===== src/design/sccp_pkg.sv =====
// Shared types, character codes and sizing constants for the serial clock command parser.
package sccp_pkg;

   // Line buffer sizing
   localparam int LINE_MAX = 24;
   localparam int IDX_W    = $clog2(LINE_MAX);
   localparam int FILL_W   = $clog2(LINE_MAX + 1);

   // Minimum line lengths for the two commands
   localparam logic [FILL_W-1:0] DT_MIN_LEN = FILL_W'(23);
   localparam logic [FILL_W-1:0] AL_MIN_LEN = FILL_W'(13);

   // Sweep covers line positions 0..22; read data follows its address in the next cycle
   localparam int STEP_W = 5;
   localparam logic [STEP_W-1:0] SCAN_LAST = STEP_W'(23);

   // Character codes
   localparam logic [7:0] CH_LF    = 8'h0A;
   localparam logic [7:0] CH_CR    = 8'h0D;
   localparam logic [7:0] CH_BS    = 8'h08;
   localparam logic [7:0] CH_SLASH = 8'h2F;
   localparam logic [7:0] CH_SPACE = 8'h20;
   localparam logic [7:0] CH_LO_S  = 8'h73;
   localparam logic [7:0] CH_LO_D  = 8'h64;
   localparam logic [7:0] CH_LO_A  = 8'h61;
   localparam logic [7:0] CH_LO_T  = 8'h74;
   localparam logic [7:0] CH_UP_A  = 8'h41;
   localparam logic [7:0] CH_UP_Z  = 8'h5A;
   localparam logic [7:0] CASE_OFS = 8'h20;

   // Result kinds
   localparam logic KIND_DATE  = 1'b0;
   localparam logic KIND_ALARM = 1'b1;

   // Field bank select
   typedef enum logic [2:0] {
      FLD_YEAR,
      FLD_MONTH,
      FLD_DAY,
      FLD_HOUR,
      FLD_MINUTE,
      FLD_SECOND
   } field_type;

   localparam int NUM_FIELDS = 6;

   // One digit step for the shared multiply-by-ten unit
   typedef struct packed {
      logic       load;
      field_type  sel;
      logic       low;
      logic [3:0] nib;
   } digit_cmd_type;

   // Sequencer states
   typedef enum logic [2:0] {
      ST_IDLE,
      ST_SCAN,
      ST_WSUM,
      ST_WMOD,
      ST_SEND
   } state_type;

   // Fold ASCII capitals to lower case
   function automatic logic [7:0] fold_case(input logic [7:0] c);
      logic [7:0] r;
      r = c;
      if (c >= CH_UP_A && c <= CH_UP_Z) begin
         r = c + CASE_OFS;
      end
      return r;
   endfunction

   // Which field and digit a line position feeds, per command
   function automatic digit_cmd_type map_digit(input logic [STEP_W-1:0] pos,
                                               input logic alarm);
      digit_cmd_type d;
      d.load = 1'b1;
      d.sel  = FLD_YEAR;
      d.low  = 1'b0;
      d.nib  = 4'h0;
      if (alarm) begin
         case (pos)
            5'd5:    begin d.sel = FLD_HOUR;   d.low = 1'b0; end
            5'd6:    begin d.sel = FLD_HOUR;   d.low = 1'b1; end
            5'd8:    begin d.sel = FLD_MINUTE; d.low = 1'b0; end
            5'd9:    begin d.sel = FLD_MINUTE; d.low = 1'b1; end
            5'd11:   begin d.sel = FLD_SECOND; d.low = 1'b0; end
            5'd12:   begin d.sel = FLD_SECOND; d.low = 1'b1; end
            default: d.load = 1'b0;
         endcase
      end else begin
         case (pos)
            5'd6:    begin d.sel = FLD_YEAR;   d.low = 1'b0; end
            5'd7:    begin d.sel = FLD_YEAR;   d.low = 1'b1; end
            5'd9:    begin d.sel = FLD_MONTH;  d.low = 1'b0; end
            5'd10:   begin d.sel = FLD_MONTH;  d.low = 1'b1; end
            5'd12:   begin d.sel = FLD_DAY;    d.low = 1'b0; end
            5'd13:   begin d.sel = FLD_DAY;    d.low = 1'b1; end
            5'd15:   begin d.sel = FLD_HOUR;   d.low = 1'b0; end
            5'd16:   begin d.sel = FLD_HOUR;   d.low = 1'b1; end
            5'd18:   begin d.sel = FLD_MINUTE; d.low = 1'b0; end
            5'd19:   begin d.sel = FLD_MINUTE; d.low = 1'b1; end
            5'd21:   begin d.sel = FLD_SECOND; d.low = 1'b0; end
            5'd22:   begin d.sel = FLD_SECOND; d.low = 1'b1; end
            default: d.load = 1'b0;
         endcase
      end
      return d;
   endfunction

endpackage


===== src/design/sccp_ram.sv =====
// Generic single-write, single-read RAM with registered read data.
module sccp_ram #(
   parameter int WIDTH = 8,
   parameter int DEPTH = 24
) (
   input  logic                     clock,
   input  logic                     wr_en,
   input  logic [$clog2(DEPTH)-1:0] wr_addr,
   input  logic [WIDTH-1:0]         wr_data,
   input  logic [$clog2(DEPTH)-1:0] rd_addr,
   output logic [WIDTH-1:0]         rd_data
);

   logic [WIDTH-1:0] mem_ff [DEPTH];
   logic [WIDTH-1:0] rd_data_ff;

   // Write port and registered read port
   always_ff @(posedge clock) begin
      if (wr_en) begin
         mem_ff[wr_addr] <= wr_data;
      end
      rd_data_ff <= mem_ff[rd_addr];
   end

   assign rd_data = rd_data_ff;

endmodule


===== src/design/sccp_digit_unit.sv =====
// Shared multiply-by-ten-and-add unit with the bank of decoded two-digit fields.
module sccp_digit_unit (
   input  logic                  clock,
   input  sccp_pkg::digit_cmd_type cmd,
   output logic [7:0]            year_2digit,
   output logic [7:0]            month_num,
   output logic [7:0]            day_num,
   output logic [7:0]            hour_num,
   output logic [7:0]            minute_num,
   output logic [7:0]            second_num
);

   logic [7:0]  field_ff [sccp_pkg::NUM_FIELDS];
   logic [7:0]  acc;
   logic [10:0] times_ten;
   logic [7:0]  field_in;

   // First digit starts from zero, second digit adds to ten times the first
   always_comb begin
      acc       = field_ff[cmd.sel];
      times_ten = {acc, 3'b000} + {2'b00, acc, 1'b0};
      field_in  = (cmd.low ? times_ten[7:0] : 8'h00) + {4'h0, cmd.nib};
   end

   always_ff @(posedge clock) begin
      if (cmd.load) begin
         field_ff[cmd.sel] <= field_in;
      end
   end

   assign year_2digit = field_ff[sccp_pkg::FLD_YEAR];
   assign month_num   = field_ff[sccp_pkg::FLD_MONTH];
   assign day_num     = field_ff[sccp_pkg::FLD_DAY];
   assign hour_num    = field_ff[sccp_pkg::FLD_HOUR];
   assign minute_num  = field_ff[sccp_pkg::FLD_MINUTE];
   assign second_num  = field_ff[sccp_pkg::FLD_SECOND];

endmodule


===== src/design/sccp_weekday.sv =====
// Two-stage Gregorian weekday calculation for years 2000 + two-digit year.
module sccp_weekday (
   input  logic       clock,
   input  logic       start,
   input  logic [7:0] year_2digit,
   input  logic [7:0] month_num,
   input  logic [7:0] day_num,
   output logic [2:0] week_day
);

   localparam logic [11:0] BASE_YEAR = 12'd2000;
   localparam logic [11:0] CENT_21   = 12'd2100;
   localparam logic [2:0]  WD_BAD    = 3'd7;

   logic        bad_ff, bad_in;
   logic [11:0] sum_ff, sum_in;
   logic [2:0]  wd_ff, wd_in;
   logic [11:0] yr;
   logic [4:0]  c100;
   logic [2:0]  c400;
   logic [3:0]  mo_idx;
   logic [2:0]  mo_ofs;
   logic [4:0]  fold_a;
   logic [3:0]  fold_b;
   logic [3:0]  fold_c;

   // Stage one: month check and the raw weekday sum
   always_comb begin
      bad_in = (month_num == 8'd0) || (month_num > 8'd12);
      mo_idx = bad_in ? 4'd0 : 4'(month_num - 8'd1);
      // Month offsets, January first
      case (mo_idx)
         4'd0:    mo_ofs = 3'd0;
         4'd1:    mo_ofs = 3'd3;
         4'd2:    mo_ofs = 3'd2;
         4'd3:    mo_ofs = 3'd5;
         4'd4:    mo_ofs = 3'd0;
         4'd5:    mo_ofs = 3'd3;
         4'd6:    mo_ofs = 3'd5;
         4'd7:    mo_ofs = 3'd1;
         4'd8:    mo_ofs = 3'd4;
         4'd9:    mo_ofs = 3'd6;
         4'd10:   mo_ofs = 3'd2;
         4'd11:   mo_ofs = 3'd4;
         default: mo_ofs = 3'd0;
      endcase
      yr     = BASE_YEAR + {4'h0, year_2digit} - ((month_num < 8'd3) ? 12'd1 : 12'd0);
      c100   = (yr >= CENT_21) ? 5'd21 : ((yr >= BASE_YEAR) ? 5'd20 : 5'd19);
      c400   = (yr >= BASE_YEAR) ? 3'd5 : 3'd4;
      sum_in = yr + {2'b00, yr[11:2]} - {7'h00, c100} + {9'h000, c400}
             + {9'h000, mo_ofs} + {4'h0, day_num};
   end

   // Stage two: modulo seven by folding octal digits (8 is 1 mod 7)
   always_comb begin
      fold_a = {2'b00, sum_ff[2:0]} + {2'b00, sum_ff[5:3]}
             + {2'b00, sum_ff[8:6]} + {2'b00, sum_ff[11:9]};
      fold_b = {1'b0, fold_a[2:0]} + {2'b00, fold_a[4:3]};
      fold_c = {1'b0, fold_b[2:0]} + {3'b000, fold_b[3]};
      if (bad_ff) begin
         wd_in = WD_BAD;
      end else if (fold_c == 4'd7) begin
         wd_in = 3'd0;
      end else begin
         wd_in = fold_c[2:0];
      end
   end

   always_ff @(posedge clock) begin
      if (start) begin
         bad_ff <= bad_in;
         sum_ff <= sum_in;
      end
      wd_ff <= wd_in;
   end

   assign week_day = wd_ff;

endmodule


===== src/design/serial_clock_command_parser.sv =====
// Top level of the serial clock command parser: line buffer, sequencer and result register.
//
// Each received character is one req_ word. Ordinary characters, backspace and a line end
// on a line shorter than 13 characters are taken in idle. A line end on a longer line starts
// a parse that holds req_tready low until the sequencer is back in idle: the line buffer RAM
// is read one character per cycle over positions 0..22 while the prefix is checked and the
// shared multiply-by-ten unit builds the two-digit fields, then the weekday is formed in
// states WSUM and WMOD and the result is loaded. For a matching line the parse also waits in
// its last state while an earlier result is held on the rsp_ side. A matching line gives
// one rsp_ word; rsp_tuser is 0 for set date and time, 1 for set alarm (date fields zero).
module serial_clock_command_parser (
   input  logic        clock,
   input  logic        reset,
   input  logic        req_tvalid,
   output logic        req_tready,
   input  logic [7:0]  req_tdata,   // [7:0] rx_byte
   output logic        rsp_tvalid,
   input  logic        rsp_tready,
   output logic [55:0] rsp_tdata,   // [7:0] year_2digit, [15:8] month_num, [23:16] day_num,
                                    // [26:24] week_day, [34:27] hour_num,
                                    // [42:35] minute_num, [50:43] second_num, [55:51] zero
   output logic        rsp_tuser    // [0] cmd_kind
);

   sccp_pkg::state_type state_ff, state_in;

   logic [sccp_pkg::FILL_W-1:0] fill_ff, fill_in;
   logic [sccp_pkg::STEP_W-1:0] step_ff, step_in;
   logic                        head_ok_ff, head_ok_in;
   logic                        kind_d_ff, kind_d_in;
   logic                        kind_a_ff, kind_a_in;
   logic                        t_ok_ff, t_ok_in;
   logic                        long_ff, long_in;
   logic                        rsp_valid_ff, rsp_valid_in;
   logic                        rsp_kind_ff, rsp_kind_in;
   logic [55:0]                 rsp_data_ff, rsp_data_in;

   logic                        accept;
   logic                        is_term;
   logic                        is_date;
   logic                        is_alarm;
   logic                        match;
   logic                        out_free;
   logic                        ram_we;
   logic [sccp_pkg::IDX_W-1:0]  ram_raddr;
   logic [7:0]                  ram_rdata;
   logic [sccp_pkg::STEP_W-1:0] pos;
   logic [7:0]                  ch;
   logic                        wday_start;
   sccp_pkg::digit_cmd_type     dcmd;

   logic [7:0] year_2digit, month_num, day_num, hour_num, minute_num, second_num;
   logic [2:0] week_day;

   // Handshake and decode of the incoming word
   assign req_tready = (state_ff == sccp_pkg::ST_IDLE);
   assign accept     = req_tvalid && req_tready;
   assign is_term    = (req_tdata == sccp_pkg::CH_LF) || (req_tdata == sccp_pkg::CH_CR);
   assign is_date    = head_ok_ff && kind_d_ff && t_ok_ff && long_ff;
   assign is_alarm   = head_ok_ff && kind_a_ff;
   assign match      = is_date || is_alarm;
   assign out_free   = !rsp_valid_ff || rsp_tready;
   assign pos        = step_ff - sccp_pkg::STEP_W'(1);
   assign ch         = sccp_pkg::fold_case(ram_rdata);
   assign ram_raddr  = sccp_pkg::IDX_W'(step_ff);
   assign ram_we     = accept && !is_term && (req_tdata != sccp_pkg::CH_BS)
                       && (fill_ff < sccp_pkg::FILL_W'(sccp_pkg::LINE_MAX));

   // Line buffer
   sccp_ram #(
      .WIDTH (8),
      .DEPTH (sccp_pkg::LINE_MAX)
   ) u_line_ram (
      .clock   (clock),
      .wr_en   (ram_we),
      .wr_addr (fill_ff[sccp_pkg::IDX_W-1:0]),
      .wr_data (req_tdata),
      .rd_addr (ram_raddr),
      .rd_data (ram_rdata)
   );

   // Shared field builder
   sccp_digit_unit u_digit (
      .clock       (clock),
      .cmd         (dcmd),
      .year_2digit (year_2digit),
      .month_num   (month_num),
      .day_num     (day_num),
      .hour_num    (hour_num),
      .minute_num  (minute_num),
      .second_num  (second_num)
   );

   // Weekday from the decoded date
   sccp_weekday u_weekday (
      .clock       (clock),
      .start       (wday_start),
      .year_2digit (year_2digit),
      .month_num   (month_num),
      .day_num     (day_num),
      .week_day    (week_day)
   );

   // Next state
   always_comb begin
      state_in = state_ff;
      unique case (state_ff)
         sccp_pkg::ST_IDLE: begin
            if (accept && is_term && (fill_ff >= sccp_pkg::AL_MIN_LEN)) begin
               state_in = sccp_pkg::ST_SCAN;
            end
         end
         sccp_pkg::ST_SCAN: begin
            if (step_ff == sccp_pkg::SCAN_LAST) begin
               state_in = sccp_pkg::ST_WSUM;
            end
         end
         sccp_pkg::ST_WSUM: state_in = sccp_pkg::ST_WMOD;
         sccp_pkg::ST_WMOD: state_in = sccp_pkg::ST_SEND;
         sccp_pkg::ST_SEND: begin
            if (!match || out_free) begin
               state_in = sccp_pkg::ST_IDLE;
            end
         end
         default: state_in = sccp_pkg::ST_IDLE;
      endcase
   end

   // Datapath control per state
   always_comb begin
      fill_in      = fill_ff;
      step_in      = step_ff;
      head_ok_in   = head_ok_ff;
      kind_d_in    = kind_d_ff;
      kind_a_in    = kind_a_ff;
      t_ok_in      = t_ok_ff;
      long_in      = long_ff;
      rsp_valid_in = rsp_valid_ff && !rsp_tready;
      rsp_kind_in  = rsp_kind_ff;
      rsp_data_in  = rsp_data_ff;
      wday_start   = 1'b0;
      dcmd         = '{load: 1'b0, sel: sccp_pkg::FLD_YEAR, low: 1'b0, nib: 4'h0};
      unique case (state_ff)
         sccp_pkg::ST_IDLE: begin
            step_in = '0;
            if (accept) begin
               if (is_term) begin
                  long_in = (fill_ff >= sccp_pkg::DT_MIN_LEN);
                  fill_in = '0;
               end else if (req_tdata == sccp_pkg::CH_BS) begin
                  if (fill_ff != '0) begin
                     fill_in = fill_ff - sccp_pkg::FILL_W'(1);
                  end
               end else if (ram_we) begin
                  fill_in = fill_ff + sccp_pkg::FILL_W'(1);
               end
            end
         end
         sccp_pkg::ST_SCAN: begin
            step_in = step_ff + sccp_pkg::STEP_W'(1);
            if (step_ff != '0) begin
               // Prefix check on the character read last cycle
               case (pos)
                  5'd0: head_ok_in = (ch == sccp_pkg::CH_SLASH);
                  5'd1: head_ok_in = head_ok_ff && (ch == sccp_pkg::CH_LO_S);
                  5'd2: head_ok_in = head_ok_ff && (ch == sccp_pkg::CH_SPACE);
                  5'd3: begin
                     kind_d_in = (ch == sccp_pkg::CH_LO_D);
                     kind_a_in = (ch == sccp_pkg::CH_LO_A);
                  end
                  5'd4: t_ok_in = (ch == sccp_pkg::CH_LO_T);
                  default: ;
               endcase
               dcmd     = sccp_pkg::map_digit(pos, kind_a_ff);
               dcmd.nib = ram_rdata[3:0];
            end
         end
         sccp_pkg::ST_WSUM: wday_start = 1'b1;
         sccp_pkg::ST_WMOD: ;
         sccp_pkg::ST_SEND: begin
            if (match && out_free) begin
               rsp_valid_in = 1'b1;
               if (is_date) begin
                  rsp_kind_in = sccp_pkg::KIND_DATE;
                  rsp_data_in = {5'h00, second_num, minute_num, hour_num, week_day,
                                 day_num, month_num, year_2digit};
               end else begin
                  rsp_kind_in = sccp_pkg::KIND_ALARM;
                  rsp_data_in = {5'h00, second_num, minute_num, hour_num, 3'h0,
                                 8'h00, 8'h00, 8'h00};
               end
            end
         end
         default: ;
      endcase
   end

   // Registers
   always_ff @(posedge clock) begin
      if (reset) begin
         state_ff     <= sccp_pkg::ST_IDLE;
         fill_ff      <= '0;
         step_ff      <= '0;
         head_ok_ff   <= 1'b0;
         kind_d_ff    <= 1'b0;
         kind_a_ff    <= 1'b0;
         t_ok_ff      <= 1'b0;
         long_ff      <= 1'b0;
         rsp_valid_ff <= 1'b0;
      end else begin
         state_ff     <= state_in;
         fill_ff      <= fill_in;
         step_ff      <= step_in;
         head_ok_ff   <= head_ok_in;
         kind_d_ff    <= kind_d_in;
         kind_a_ff    <= kind_a_in;
         t_ok_ff      <= t_ok_in;
         long_ff      <= long_in;
         rsp_valid_ff <= rsp_valid_in;
      end
      rsp_kind_ff <= rsp_kind_in;
      rsp_data_ff <= rsp_data_in;
   end

   assign rsp_tvalid = rsp_valid_ff;
   assign rsp_tuser  = rsp_kind_ff;
   assign rsp_tdata  = rsp_data_ff;

endmodule

===== config.mk =====
export PLATFORM = sky130hd
export DESIGN_NAME = serial_clock_command_parser
export DESIGN_NICKNAME = d
export VERILOG_FILES = /design/src/design/sccp_pkg.sv /design/src/design/sccp_ram.sv /design/src/design/sccp_digit_unit.sv /design/src/design/sccp_weekday.sv /design/src/design/serial_clock_command_parser.sv
export SDC_FILE = /design/constraint.sdc
export NUM_CORES = 1
export LEC_CHECK = 0
export ABC_AREA = 1
export BUFFER_PORTS_ARGS = -buffer_cell sky130_fd_sc_hd__buf_4
export CORE_MARGIN = 2
export CORE_UTILIZATION = 40
export CTS_BUF_LIST = sky130_fd_sc_hd__clkbuf_4
export DETAILED_ROUTE_END_ITERATION = 6
export PLACE_DENSITY = 0.6
export SYNTH_ARGS = -nofsm -noshare
export SYNTH_HDL_FRONTEND = slang
export SYNTH_SLANG_ARGS = --single-unit

===== constraint.sdc =====
create_clock -name clock -period 10.2 [get_ports clock]
set_clock_uncertainty 0.1 [all_clocks]
set_input_delay 0.51 -clock clock [delete_from_list [all_inputs] [get_ports clock]]
set_output_delay 0.51 -clock clock [all_outputs]
set_load 0.01 [all_outputs]

### Yosys cells after proc, flatten, opt, wreduce, memory -nomap -nowiden

Memories as Yosys holds them, arrays and structs flattened. A register that Yosys moved wholly into a read port is not among the register bits.
Index checks and enable logic that the tools add are counted.
Widths: inputs -> output; s select.

| word-level totals | value |
|---|---|
| memory bits (read-only) | 48 |
| logic and storage cells | 160 |
| memories kept | 3 |
| latch bits | 0 |
| output and inout bits | 59 |
| register bits | 92 |
| memory bits (writable) | 240 |

Memory list:

| name | depth | bits a word | rd ports | clocked after Yosys merged registers in | wr ports | line | source |
|---|---|---|---|---|---|---|---|
| u_line_ram.mem_ff | 24 | 8 | 1 | 1 | 1 | sccp_ram.sv:14 | `logic [WIDTH-1:0] mem_ff [DEPTH];` |
| (no name shown) | 16 | 3 | 1 | 0 | 0 | sccp_weekday.sv:32 | `case (mo_idx)` |
| u_digit.field_ff | 6 | 8 | 7 | 3 | 1 | sccp_digit_unit.sv:13 | `logic [7:0] field_ff [sccp_pkg::NUM_FIELDS];` |

| cells by class | value |
|---|---|
| div/mod/pow operators | 0 |
| shifts and indexed selects | 0 |
| add/sub/neg operators | 20 |
| multiplexer cells | 33 |
| reductions and logical operators | 41 |
| order comparisons | 9 |
| multiply operators | 0 |
| bitwise logic cells | 0 |
| equality and inequality tests | 39 |

Operator list:

| kind | count |
|---|---|
| $pmux 4 s11 | 1 |
| $eq 5x4->1 const B | 7 |
| $eq 8x7->1 const B | 4 |
| $eq 5x5->1 const B | 6 |
| $mux 5 | 6 |
| $add 12x3->12 | 2 |
| $eq 8x4->1 const B | 3 |
| $pmux 4 s6 | 1 |
| $eq 5x3->1 const B | 4 |
| $mux 9 | 2 |
| $eq 8x6->1 const B | 2 |
| $mux 8 | 2 |
| $logic_and 1x1->1 | 15 |
| $mux 3 | 5 |
| $pmux 3 s5 | 1 |
| $reduce_and 3->1 | 5 |
| $add 11x8->12 const A | 1 |
| $add 12x10->12 | 1 |
| $add 12x8->12 | 1 |
| $ge 12x11->1 const B | 1 |
| $ge 12x12->1 const B | 1 |
| $mux 1 | 12 |
| $reduce_or 12->1 | 1 |
| $sub 12x12->12 | 1 |
| other kinds (42) | 57 |

### Logic depth before layout (Yosys ltp)

An unclocked memory read counts as a cell.

| logic depth | value |
|---|---|
| word-level depth | 11 |
| mapped depth | 35 |
| mapped depth without buffers | 35 |

### Hierarchy

Synthesis repeated with hierarchy kept, for this count alone.

| unflattened totals | value |
|---|---|
| cells, all modules | 1,740 |
| area total of the unflattened synthesis | 17,624.4 µm² |

Modules (own cells, without submodules):

| module | instances | sequential area each (µm²) | area an instance (µm²) | cells an instance |
|---|---|---|---|---|
| sccp_ram | 1 | 5,925.7 | 8,370.5 | 762 |
| serial_clock_command_parser | 1 | 1,941.9 | 3,689.8 | 416 |
| sccp_digit_unit | 1 | 1,861.8 | 2,846.5 | 245 |
| sccp_weekday | 1 | 450.4 | 2,717.6 | 317 |

### Least setup slack after synthesis

No wires, ideal clock.

| timing path | value |
|---|---|
| path type | reg2reg |
| start point | memory u_digit.field_ff[1][4] |
| end point | register u_weekday.sum_ff[10] (data pin) |
| path slack | 4,425 ps |
| arrival | 5,415 ps |
| buffers on the path | 0 |
| setup time | 260 ps |
| stages on the path, launching flop included | 33 |
| cells stage by stage | edfxtp_1 nor4_1 inv_1 nor4_1 ha_1 inv_1 ha_1 inv_1 fa_1 o21ai_0 nand2_1 nand2_1 nor2_1 inv_1 ha_1 a21oi_1 nand2_1 fa_1 inv_1 fa_1 fa_1 inv_1 ha_1 inv_1 fa_1 o21ai_0 a21oi_1 inv_1 a21oi_1 nor2_1 o21a_1 nor2_1 xor2_1 |

RTL lines:

| what | line | source |
|---|---|---|
| from (decl) | sccp_digit_unit.sv:13 |  |
| to (signal assigned) | sccp_weekday.sv:72 | `sum_ff <= sum_in;` |
| to (decl) | sccp_weekday.sv:16 | `logic [11:0] sum_ff, sum_in;` |

==> impl_metrics.csv <==
group,metric,value,unit
synth,netlist_instances,1449,
power_and_ir_drop,p_leak,7.186,nW
cts,insertion_delay,0.71,ns
grt,grtUsageTotal,17.60,%
timing,relSlewSlack,30.10,%
drt,drt_iter0_drc,763,
worst_setup_path,regToRegSetupSlack,3.80,ns
floorplanning,start_util,40.31,%
cts,post_cts_resize_count,0,
drt,via_count,11070,
flow_run,cap_violations,0,
grt,overflow,0,
power_and_ir_drop,total_power,2.749,mW
final_layout,area_growth,12.88,%
cts,cts_root_buf,"clkbuf_4",
drt,route.detailed.drc,3,
cts,cts-htree-levels,3,
timing,setup_tns,0,ns
worst_setup_path,critPathCapture,"u_weekday.sum_ff[10]$_DFFE_PN_",
placement,dpl.hpwl,23980,um
hold_path,hold_class,"in2reg",
worst_setup_path,slowest_stage,"fa_1",
timing,worst_pin_slew,1.049,ns
grt,grt_pass1_wl,58040,um
worst_setup_path,crit_type,"reg2reg",
floorplanning,io_pins,71,
synth,synthArstFlopShare,0,%
cts,cts_buffer_depth,3,
cts,cts_buffers,88,
worst_setup_path,r2r-start,"u_digit.field_ff[1][6]$_DFFE_PP_",
worst_setup_path,critPathMaxStageDelay,0.53,ns
worst_setup_path,cp_common_cell,"inv_1",
grt,grt_max_degree,103,
cts,path_clk_slew,0.08,ns
timing,finalSetupViolations,0,
synth,yosys_warnings,0,
cts,clkSinkCount,342,
drt,viasPerCell,5.119,
timing,hold_viol_final,0,
placement,gp_congestion,0.8912,
timing,slew_violations,0,
synth,syn_area,16380,um^2
worst_setup_path,reg2regPathDepth,29,
floorplanning,num_rows,74,
power_and_ir_drop,peakVddDrop,0.0001077,V
floorplanning,core,40650,um^2
worst_setup_path,end_kind,"register",
synth,avgSynthCellArea,11.31,um^2
synth,synth_ff_type,"edfxtp_1",
cts,cts_setup_buffers,0,
drt,drt-wirelength-per-cell,16.98,um
floorplanning,die_h,206.4,um
drt,drtPass1Iterations,7,
grt,antenna_found_initial,1,
placement,io_buffers,65,
grt,grt_pass1_vias,10830,
drt,wl,36710,um
final_layout,drive_gt1_share,16.88,%
placement,dp_cells,2006,
run_status,failed_checks,"DRC",
timing,layout_min_cycle_time,6.395,ns
worst_setup_path,rr_endpoint,"u_weekday.sum_ff[10]$_DFFE_PN_",
drt,ant_nets,0,
synth,synth.distinct_cells,53,
cts,cts_tree,"built",
synth,synth_edf_count,312,
worst_setup_path,startpoint,"u_digit.field_ff[1][6]$_DFFE_PP_",
synth,yosysSeqAreaShare,60.85,%
final_layout,nNetsFinal,1677,
synth,ys_ff_latch,342,
timing,rsz0062_at_grt,"false",
worst_setup_path,startpoint_type,"register",
floorplanning,dieArea,42590,um^2
run_status,outcome,"finished, violations left",
floorplanning,die_w,206.4,um
power_and_ir_drop,p_per_area,148.6,nW/um^2
timing,clock.fmax,156.4,MHz
timing,fin_crit_sh,62.70,%
final_layout,instances_no_fill,2162,
worst_setup_path,cp.arrival,6.73,ns
worst_setup_path,worst-path-max-fanout,3,
worst_setup_path,required,10.54,ns
==> sequential cells by signal (all words and copies together), names as in the netlist, 3 cells and up <==
signal and cells:
u_line_ram.mem_ff 192, u_digit.field_ff 55, rsp_tdata 51, u_weekday.sum_ff 12, u_line_ram.rd_data 8, fill_ff 5
ram_raddr 5, state_ff 3, u_weekday.week_day 3
==> cells in the mapped netlist (5+ instances only) <==
cell	count	area, um^2
edfxtp_1	312	9369
nor4_1	8	50.05
inv_1	159	596.8
nand3_2	7	70.07
buf_4	7	52.55
xnor2_1	9	78.83
dfxtp_1	30	600.6
o21ai_0	123	615.6
ha_1	74	925.9
clkbuf_1	37	138.9
nor2_2	6	37.54
fa_1	25	500.5
o221ai_1	23	201.4
inv_2	8	30.03
nand3_1	60	300.3
nor2_4	8	90.09
nand2_2	8	50.05
nand2_1	136	510.5
a211oi_1	6	45.04
a31oi_1	5	31.28
xor2_1	18	157.7
nor2_1	215	807.0
o22ai_1	26	162.7
o21ai_1	5	25.02
buf_6	5	56.30
o211ai_1	14	105.1
nand2_4	6	67.56
a21oi_1	51	255.2
nor3_1	10	50.05
nand4_1	8	50.05
==> logic make-up after synthesis <==
| family | synth area share, % |
|---|---|
| AND/OR/NAND/NOR | 13.51 |
| buffers and inverters | 5.522 |
| adder cells (fa/ha/maj) | 8.706 |
| XOR/XNOR | 1.443 |
| AO/OA/AOI/OAI | 9.943 |
| other | 0.02289 |
| flip-flops | 60.85 |
==> area by class of cell <==
type / count / area [um^2]
Multi-Input combinational cell: 889 / 5532
Fill cell: 3786 / 22150
Tap cell: 532 / 665.6
Inverter: 169 / 639.4
Timing Repair Buffer: 76 / 575.6
Sequential cell: 342 / 9971
Clock buffer: 129 / 968.4
Antenna cell: 1 / 2.502
Clock inverter: 24 / 138.9
==> cell usage in the layout, fill, tap and decap left out, types with 23 or more instances in the layout <==
master,synthesis,layout
a21oi_1,51,51
buf_4,7,74
clkbuf_4,0,129
dfxtp_1,30,29
edfxtp_1,312,312
fa_1,25,25
ha_1,74,74
inv_1,159,158
nand2_1,136,136
nand3_1,60,60
nor2_1,215,214
o21ai_0,123,123
o221ai_1,23,23
o22ai_1,26,26
==> how the worst min path moves through the flow <==
stage,start,endpoint,depth (start not counted)
final,req_tdata[7],u_line_ram.mem_ff[17][7]$_DFFE_PP_,1
after global routing,req_tdata[7],u_line_ram.mem_ff[17][7]$_DFFE_PP_,1
after CTS,req_tdata[7],u_line_ram.mem_ff[17][7]$_DFFE_PP_,1
after detailed placement,u_digit.field_ff[4][7]$_DFFE_PP_,rsp_tdata[42]$_DFFE_PP_,0
after global placement,u_digit.field_ff[5][7]$_DFFE_PP_,rsp_tdata[50]$_DFFE_PP_,0
after floorplan,u_digit.field_ff[3][7]$_DFFE_PP_,rsp_tdata[34]$_DFFE_PP_,0
==> critical path: cells and delay by family (launching register included) <==
family	cells	cell delay, ns
buffers and inverters	6	0.39
flip-flops	1	0.43
adder cells (fa/ha/maj)	8	2.61
AO/OA/AOI/OAI	6	1.06
XOR/XNOR	1	0.13
AND/OR/NAND/NOR	8	1.40
==> routing by layer <==
| metal | up-vias | track usage [%] | routed length, um | part of all wire (%) |
|---|---|---|---|---|
| li1 | 5373 | - | - | - |
| met1 | 5283 | 23.31 | 16170 | 44 |
| met2 | 342 | 28.43 | 17470 | 48 |
| met3 | 70 | 3.485 | 2067 | 5.6 |
| met4 | 0 | 6.939 | 1005 | 2.7 |
| met5 | - | 0 | 0 | 0 |
==> what timing repair did <==
item,4_1_cts,5_1_grt
hold buffers,2,0
setup endpoints to repair,0,0
hold endpoints to repair,11,0
==> report_power, final <==
group,total [mW],internal [mW],switching [mW]
Combinational,0.0608,0.0152,0.0456
Sequential,1.54,1.53,0.00711
Clock,1.15,0.605,0.543
==> metrics by stage <==
step	setup WS [ns]	hold WS, ns	util (%)	area [um^2]
final	3.805	0.1024	45.50	18490
after global routing	3.229	0.03033	45.50	18490
after CTS	3.724	0.02140	45.49	18490
after detailed placement	3.748	0.3045	42.72	17360
after global placement	3.952	0.3057	42.72	17360
after floorplan	4.425	0.3003	-	16400
(Power assumes the default switching activity.)
